--- config.mk ---
export PLATFORM = sky130hd
export DESIGN_NAME = signed_int_to_decimal_ascii_unit
export DESIGN_NICKNAME = d
export VERILOG_FILES = /design/src/design/sitda_pkg.sv /design/src/design/signed_int_to_decimal_ascii_unit.sv
export SDC_FILE = /design/constraint.sdc
export NUM_CORES = 1
export LEC_CHECK = 0
export BUFFER_PORTS_ARGS = -buffer_cell sky130_fd_sc_hd__buf_2
export CAP_MARGIN = 40
export CORE_MARGIN = 2
export CORE_UTILIZATION = 29
export DETAILED_ROUTE_END_ITERATION = 10
export PLACE_DENSITY = 0.45
export SYNTH_ARGS = -nofsm -noshare
export SYNTH_HDL_FRONTEND = slang
export SYNTH_SLANG_ARGS = --single-unit
--- constraint.sdc ---
create_clock -name clk -period 3.37 [get_ports clk]
set_clock_uncertainty 0.15 [all_clocks]
set_input_delay 0.1685 -clock clk [delete_from_list [all_inputs] [get_ports clk]]
set_output_delay 0.1685 -clock clk [all_outputs]
set_load 0.01 [all_outputs]
--- src/design/sitda_pkg.sv ---
package sitda_pkg;

    localparam int VALUE_W    = 32;
    localparam int NUM_DIGITS = 10;
    localparam int BCD_W      = 4 * NUM_DIGITS;
    localparam int BIT_CNT_W  = $clog2(VALUE_W);
    localparam int DIG_CNT_W  = $clog2(NUM_DIGITS + 1);

    localparam logic [7:0] ASCII_ZERO  = 8'h30;
    localparam logic [7:0] ASCII_MINUS = 8'h2D;

    typedef enum logic [2:0] {
        ST_IDLE,
        ST_CONVERT,
        ST_SKIP,
        ST_SIGN,
        ST_EMIT
    } state_t;

    // add 3 to every bcd digit of 5 or more, ahead of the left shift
    function automatic logic [BCD_W-1:0] bcd_adjust(input logic [BCD_W-1:0] bcd);
        logic [BCD_W-1:0] res;
        res = bcd;
        for (int i = 0; i < NUM_DIGITS; i++) begin
            if (bcd[4*i +: 4] >= 4'd5) begin
                res[4*i +: 4] = bcd[4*i +: 4] + 4'd3;
            end
        end
        return res;
    endfunction

    // every digit holds a legal decimal value
    function automatic logic bcd_legal(input logic [BCD_W-1:0] bcd);
        logic ok;
        ok = 1'b1;
        for (int i = 0; i < NUM_DIGITS; i++) begin
            if (bcd[4*i +: 4] > 4'd9) begin
                ok = 1'b0;
            end
        end
        return ok;
    endfunction

endpackage

--- src/design/signed_int_to_decimal_ascii_unit.sv ---
// after the input transfer the sequencer makes 32 shift-add-3 passes through the
// shared bcd adjust unit, skips leading zeros (0 to 9 of them), then puts out the sign,
// if any, and the digits, one character per cycle while the output side keeps up;
// a new value is taken only once the sequencer is back in idle, after the last
// character of the previous value has entered the output register
// reset: rst_n is asynchronous and active low; it returns the sequencer to idle
// and drops the output valid, no result is left pending
module signed_int_to_decimal_ascii_unit
    import sitda_pkg::*;
(
    input  logic               clk,
    input  logic               rst_n,

    input  logic               value_valid,
    output logic               value_ready,
    input  logic signed [31:0] value,

    output logic               char_valid,
    input  logic               char_ready,
    output logic        [7:0]  character,
    output logic               last_char
);

    // sequencer and datapath registers
    state_t                 state_reg, state_next;
    logic [VALUE_W-1:0]     mag_reg, mag_next;
    logic [BCD_W-1:0]       bcd_reg, bcd_next;
    logic [BIT_CNT_W-1:0]   bit_cnt_reg, bit_cnt_next;
    logic [DIG_CNT_W-1:0]   dig_cnt_reg, dig_cnt_next;
    logic                   neg_reg, neg_next;

    // output register, parts the sequencer from the consumer
    logic                   out_valid_reg, out_valid_next;
    logic [7:0]             out_char_reg, out_char_next;
    logic                   out_last_reg, out_last_next;

    logic                   slot_free;
    logic [BCD_W-1:0]       bcd_adj;
    logic [3:0]             top_digit;
    logic [VALUE_W-1:0]     in_raw;

    assign value_ready = (state_reg == ST_IDLE);
    assign char_valid  = out_valid_reg;
    assign character   = out_char_reg;
    assign last_char   = out_last_reg;

    // output slot can take a character this cycle
    assign slot_free = !out_valid_reg || char_ready;

    // shared adjust unit, used once per conversion pass
    assign bcd_adj   = bcd_adjust(bcd_reg);
    assign top_digit = bcd_reg[BCD_W-1 -: 4];
    assign in_raw    = value;

    always_ff @(posedge clk or negedge rst_n)
    begin
        if (!rst_n)
        begin
            state_reg     <= ST_IDLE;
            out_valid_reg <= 1'b0;
            bit_cnt_reg   <= '0;
            dig_cnt_reg   <= '0;
        end
        else
        begin
            state_reg     <= state_next;
            out_valid_reg <= out_valid_next;
            bit_cnt_reg   <= bit_cnt_next;
            dig_cnt_reg   <= dig_cnt_next;
        end
    end

    // payload, no reset needed
    always_ff @(posedge clk)
    begin
        mag_reg      <= mag_next;
        bcd_reg      <= bcd_next;
        neg_reg      <= neg_next;
        out_char_reg <= out_char_next;
        out_last_reg <= out_last_next;
    end

    always_comb
    begin
        state_next     = state_reg;
        mag_next       = mag_reg;
        bcd_next       = bcd_reg;
        bit_cnt_next   = bit_cnt_reg;
        dig_cnt_next   = dig_cnt_reg;
        neg_next       = neg_reg;
        out_char_next  = out_char_reg;
        out_last_next  = out_last_reg;
        // the consumer took the pending character
        out_valid_next = out_valid_reg && !char_ready;

        case (state_reg)
            ST_IDLE:
            begin
                if (value_valid)
                begin
                    // take the unsigned magnitude; the most negative value maps to 2^31
                    neg_next     = in_raw[VALUE_W-1];
                    mag_next     = in_raw[VALUE_W-1] ? (~in_raw + 1'b1) : in_raw;
                    bcd_next     = '0;
                    bit_cnt_next = '0;
                    state_next   = ST_CONVERT;
                end
            end

            ST_CONVERT:
            begin
                // one double-dabble pass: adjust, then shift one magnitude bit in
                {bcd_next, mag_next} = {bcd_adj[BCD_W-2:0], mag_reg, 1'b0};
                bit_cnt_next = bit_cnt_reg + 1'b1;
                if (bit_cnt_reg == BIT_CNT_W'(VALUE_W - 1))
                begin
                    dig_cnt_next = DIG_CNT_W'(NUM_DIGITS);
                    state_next   = ST_SKIP;
                end
            end

            ST_SKIP:
            begin
                // drop leading zeros, always keep the ones digit
                if (top_digit == 4'd0 && dig_cnt_reg > DIG_CNT_W'(1))
                begin
                    bcd_next     = {bcd_reg[BCD_W-5:0], 4'd0};
                    dig_cnt_next = dig_cnt_reg - 1'b1;
                end
                else
                begin
                    state_next = neg_reg ? ST_SIGN : ST_EMIT;
                end
            end

            ST_SIGN:
            begin
                if (slot_free)
                begin
                    out_valid_next = 1'b1;
                    out_char_next  = ASCII_MINUS;
                    out_last_next  = 1'b0;
                    state_next     = ST_EMIT;
                end
            end

            ST_EMIT:
            begin
                if (slot_free)
                begin
                    out_valid_next = 1'b1;
                    out_char_next  = ASCII_ZERO | {4'd0, top_digit};
                    out_last_next  = (dig_cnt_reg == DIG_CNT_W'(1));
                    bcd_next       = {bcd_reg[BCD_W-5:0], 4'd0};
                    dig_cnt_next   = dig_cnt_reg - 1'b1;
                    if (dig_cnt_reg == DIG_CNT_W'(1))
                    begin
                        state_next = ST_IDLE;
                    end
                end
            end

            default:
            begin
                state_next = ST_IDLE;
            end
        endcase
    end

    // digit count never exceeds the number of bcd digits
    a_dig_cnt_range: assert property (@(posedge clk) disable iff (!rst_n)
        dig_cnt_reg <= DIG_CNT_W'(NUM_DIGITS))
        else $error("digit count out of range");

    // the bcd register stays legal while the conversion runs
    a_bcd_legal: assert property (@(posedge clk) disable iff (!rst_n)
        (state_reg == ST_CONVERT) |-> bcd_legal(bcd_reg))
        else $error("illegal bcd digit during conversion");

    // emitting always has a digit left
    a_emit_has_digit: assert property (@(posedge clk) disable iff (!rst_n)
        (state_reg == ST_EMIT) |-> (dig_cnt_reg != '0))
        else $error("emit with no digits left");

    // the final digit transfer into the slot is flagged last and frees the block
    a_last_ends_run: assert property (@(posedge clk) disable iff (!rst_n)
        (state_reg == ST_EMIT && slot_free && dig_cnt_reg == DIG_CNT_W'(1))
        |=> (state_reg == ST_IDLE && out_valid_reg && out_last_reg))
        else $error("last character did not end the run");

    // an accepted value starts a conversion
    a_accept_starts: assert property (@(posedge clk) disable iff (!rst_n)
        (value_valid && value_ready) |=> (state_reg == ST_CONVERT))
        else $error("accepted value did not start conversion");

endmodule

==> impl_metrics.env <==
export IMPL_r2r_end="mag_reg[23]$_DFFE_PP_"
export IMPL_path_buf_inv=1
export IMPL_r2r_setup_slack_ps=930
export IMPL_drt_iter0_drc=186
export IMPL_clkLatencyLatePin_ps=350
export IMPL_critPathRequiredTime_ps=3220
export IMPL_fin_tns_setup_ps=0
export IMPL_cp_data_arrival_time_ps=2280
export IMPL_post_route_drc_count=0
export IMPL_port_buffers=43
export IMPL_wl_mm=12.51
export IMPL_crit_slowest_cell="or4b_2"
export IMPL_clock_tree_buffer_depth=2
export IMPL_ios=47
export IMPL_max_clock_freq_ghz=0.4106
export IMPL_wl_per_cell_um=15.11
export IMPL_netlist_cell_type_count=48
export IMPL_grt_max_degree=41
export IMPL_cts_tree="built"
export IMPL_layout_nets=650
export IMPL_syn_area_per_cell_um2=10.01
export IMPL_grtUsageTotal=0.1285
export IMPL_fp_coreArea_mm2=0.01877
export IMPL_hpwl_mm=8.573
export IMPL_postCtsSetupBuffers=0
export IMPL_vias_per_cell=5.082
export IMPL_rsz0062_at_grt="no"
export IMPL_gr_total_overflow=0
export IMPL_p_per_area_mw_per_mm2=926.0
export IMPL_whs_path_depth=3
export IMPL_hold_path_class="in -> reg"
export IMPL_drt_first_pass_iters=4
export IMPL_synthToLayoutAreaGrowth_pct=14.25
export IMPL_crit_family="simple AND/OR/NAND/NOR gates"
export IMPL_num_rows=50
export IMPL_fillers=1938
export IMPL_fp_dieW_um=142.5
export IMPL_final_antenna_net_count=0
export IMPL_p_leak_nw=2.483
export IMPL_maxSlewHeadroom=0.4773
export IMPL_critPathMaxFanout=32
export IMPL_regArea_mm2=0.002698
export IMPL_cts_sinks=92
export IMPL_dr_total_vias=4208
export IMPL_setup_viol=0
export IMPL_timing_rr_start="state_reg[1]$_DFFE_PN0P_"
export IMPL_min_delay_start="char_ready"
export IMPL_place_congestion=0.8068
export IMPL_worstHoldEndpoint="char_valid$_DFF_PN0_"
export IMPL_crit_type="reg -> reg"
export IMPL_slew_violations=0
export IMPL_die_h_um=142.5
export IMPL_crit_chain="or4b_2 > nand2_1 > buf_4"
export IMPL_grt_first_pass_wirelength_mm=20.86
export IMPL_worstRegToRegCells=3
export IMPL_yosysWarningCount=0
export IMPL_numCtsBuffers=9
export IMPL_ys_seq_area_frac=0.4847
export IMPL_cap_violations=0
export IMPL_synth_cell_area_mm2=0.005565
export IMPL_hold_viol_final=0
export IMPL_diodes=0
export IMPL_largest_register_ffs=40
export IMPL_startpoint_type="flip-flop"
export IMPL_outcome="finished, final reports clean"
export IMPL_start_util=0.2965
export IMPL_crit_start="state_reg[1]$_DFFE_PN0P_"
export IMPL_htree_num_levels=3
export IMPL_drive_above_1_share=0.1296
export IMPL_layout_common_cells="edfxtp_1, o21ai_0, nand2_1"
export IMPL_vdd_drop_max_mv=0.2890
export IMPL_hold_slack_ps=4.183
export IMPL_cp_end_kind="flip-flop"
export IMPL_period_minus_slack_ps=2435
export IMPL_multiInputGateArea_mm2=0.002650
export IMPL_fin_crit_sh=0.7227
export IMPL_synthCells=556
export IMPL_antenna_found_initial=0
export IMPL_clk_pin_slew_ps=60
export IMPL_die_area_mm2=0.02031
export IMPL_worst_pin_slew_ps=782.3
export IMPL_cp_slowest_stage_delay_ps=840
export IMPL_cts_root_buf="clkbuf_16"
export IMPL_first_global_vias=4222
export IMPL_synth_ff_latch_count=92
export IMPL_final_common_cell="edfxtp_1"
export IMPL_fin_util=0.3388
-- worst max path at each step --
stage / cells after the start / end
after detailed placement: 8 / mag_reg[12]$_DFFE_PP_
final: 3 / mag_reg[23]$_DFFE_PP_
after CTS: 3 / mag_reg[19]$_DFFE_PP_
after floorplan: 6 / bcd_reg[0]$_DFFE_PP_
after global routing: 3 / mag_reg[19]$_DFFE_PP_
after global placement: 6 / mag_reg[29]$_DFFE_PP_
-- what timing repair did --
action,CTS,global route
hold buffers,1,0
hold endpoints to repair,13,0
gates resized for setup,0,0
-- cell usage after synthesis, drive strengths merged --
| cell | instances | area, um2 |
|---|---|---|
| conb | 2 | 7.510 |
| clkbuf | 20 | 75.07 |
| or3 | 7 | 45.05 |
| nand2b | 18 | 112.6 |
| nand3 | 8 | 40.04 |
| nand4 | 2 | 12.51 |
| o21ai | 65 | 325.3 |
| nor2b | 13 | 81.33 |
| o22ai | 12 | 75.07 |
| edfxtp | 79 | 2372 |
| a32oi | 1 | 8.760 |
| xor2 | 32 | 280.3 |
| nor4 | 3 | 18.77 |
| inv | 27 | 101.4 |
| a22o | 10 | 87.58 |
| xnor2 | 14 | 122.6 |
| nor3b | 15 | 112.6 |
| a32o | 1 | 10.01 |
| or2 | 2 | 12.52 |
| nand4b | 1 | 8.760 |
| dfrtp | 13 | 325.3 |
| buf | 11 | 61.30 |
| ha | 25 | 312.8 |
| o32ai | 4 | 35.03 |
| or3b | 2 | 17.52 |
| a21oi | 41 | 205.2 |
| o31ai | 11 | 82.58 |
| and2 | 2 | 12.51 |
| nor3 | 5 | 25.02 |
| o311ai | 1 | 8.760 |
| o41ai | 10 | 113.9 |
| or4b | 1 | 10.01 |
| nand2 | 54 | 202.7 |
| a22oi | 5 | 37.54 |
| nor2 | 27 | 101.4 |
| or4 | 5 | 45.04 |
| mux2i | 4 | 40.04 |
| and3 | 2 | 12.51 |
| a31oi | 1 | 6.260 |
-- power by group --
group	internal (mW)	switching (mW)
Clock	0.634	0.456
Combinational	0.933	1.40
Sequential	2.10	0.364
-- per-layer routing --
metal / share of wire / global-route usage
met4: 0.016 / 0.04377
met5: 0 / 0
met1: 0.49 / 0.1705
met2: 0.47 / 0.2072
met3: 0.031 / 0.02860
-- cell families (layout without fill, tap and decap cells) --
| family | Yosys count | count (layout) | share of synthesized area |
|---|---|---|---|
| other | 2 | 3 | 0.001349 |
| buffers and inverters | 58 | 95 | 0.04271 |
| multiplexers | 4 | 4 | 0.007195 |
| adder cells (fa/ha/maj) | 25 | 25 | 0.05621 |
| XOR/XNOR | 46 | 46 | 0.07239 |
| flip-flops | 92 | 92 | 0.4847 |
| AO/OA/AOI/OAI | 162 | 162 | 0.1790 |
| AND/OR/NAND/NOR | 167 | 167 | 0.1565 |
-- stage by stage --
step / area, um2 / setup WS (ps) / instances / total power [mW]
finish: 6359 / 934.6 / 828 / 5.888
global placement: 6030 / 889.0 / 811 / 4.769
detailed placement: 6030 / 829.5 / 811 / 4.853
CTS: 6359 / 916.4 / 828 / 5.959
floorplan: 5569 / 7.417 / 557 / 4.158
global route: 6359 / 818.0 / 828 / 6.416
-- cell type report --
type,count,share of cell area
Clock buffer,15,0.04880
Multi-Input combinational cell,407,0.4168
Clock inverter,1,0.001377
Timing Repair Buffer,52,0.04683
Inverter,27,0.01594
Sequential cell,92,0.4242
Tap cell,234,0.04604
-- worst min-delay path: cells and delay by family --
kind | cells | cell delay [ps]
AND/OR/NAND/NOR | 2 | 210
buffers and inverters | 1 | 90
Power figures use the tool's default switching activity.
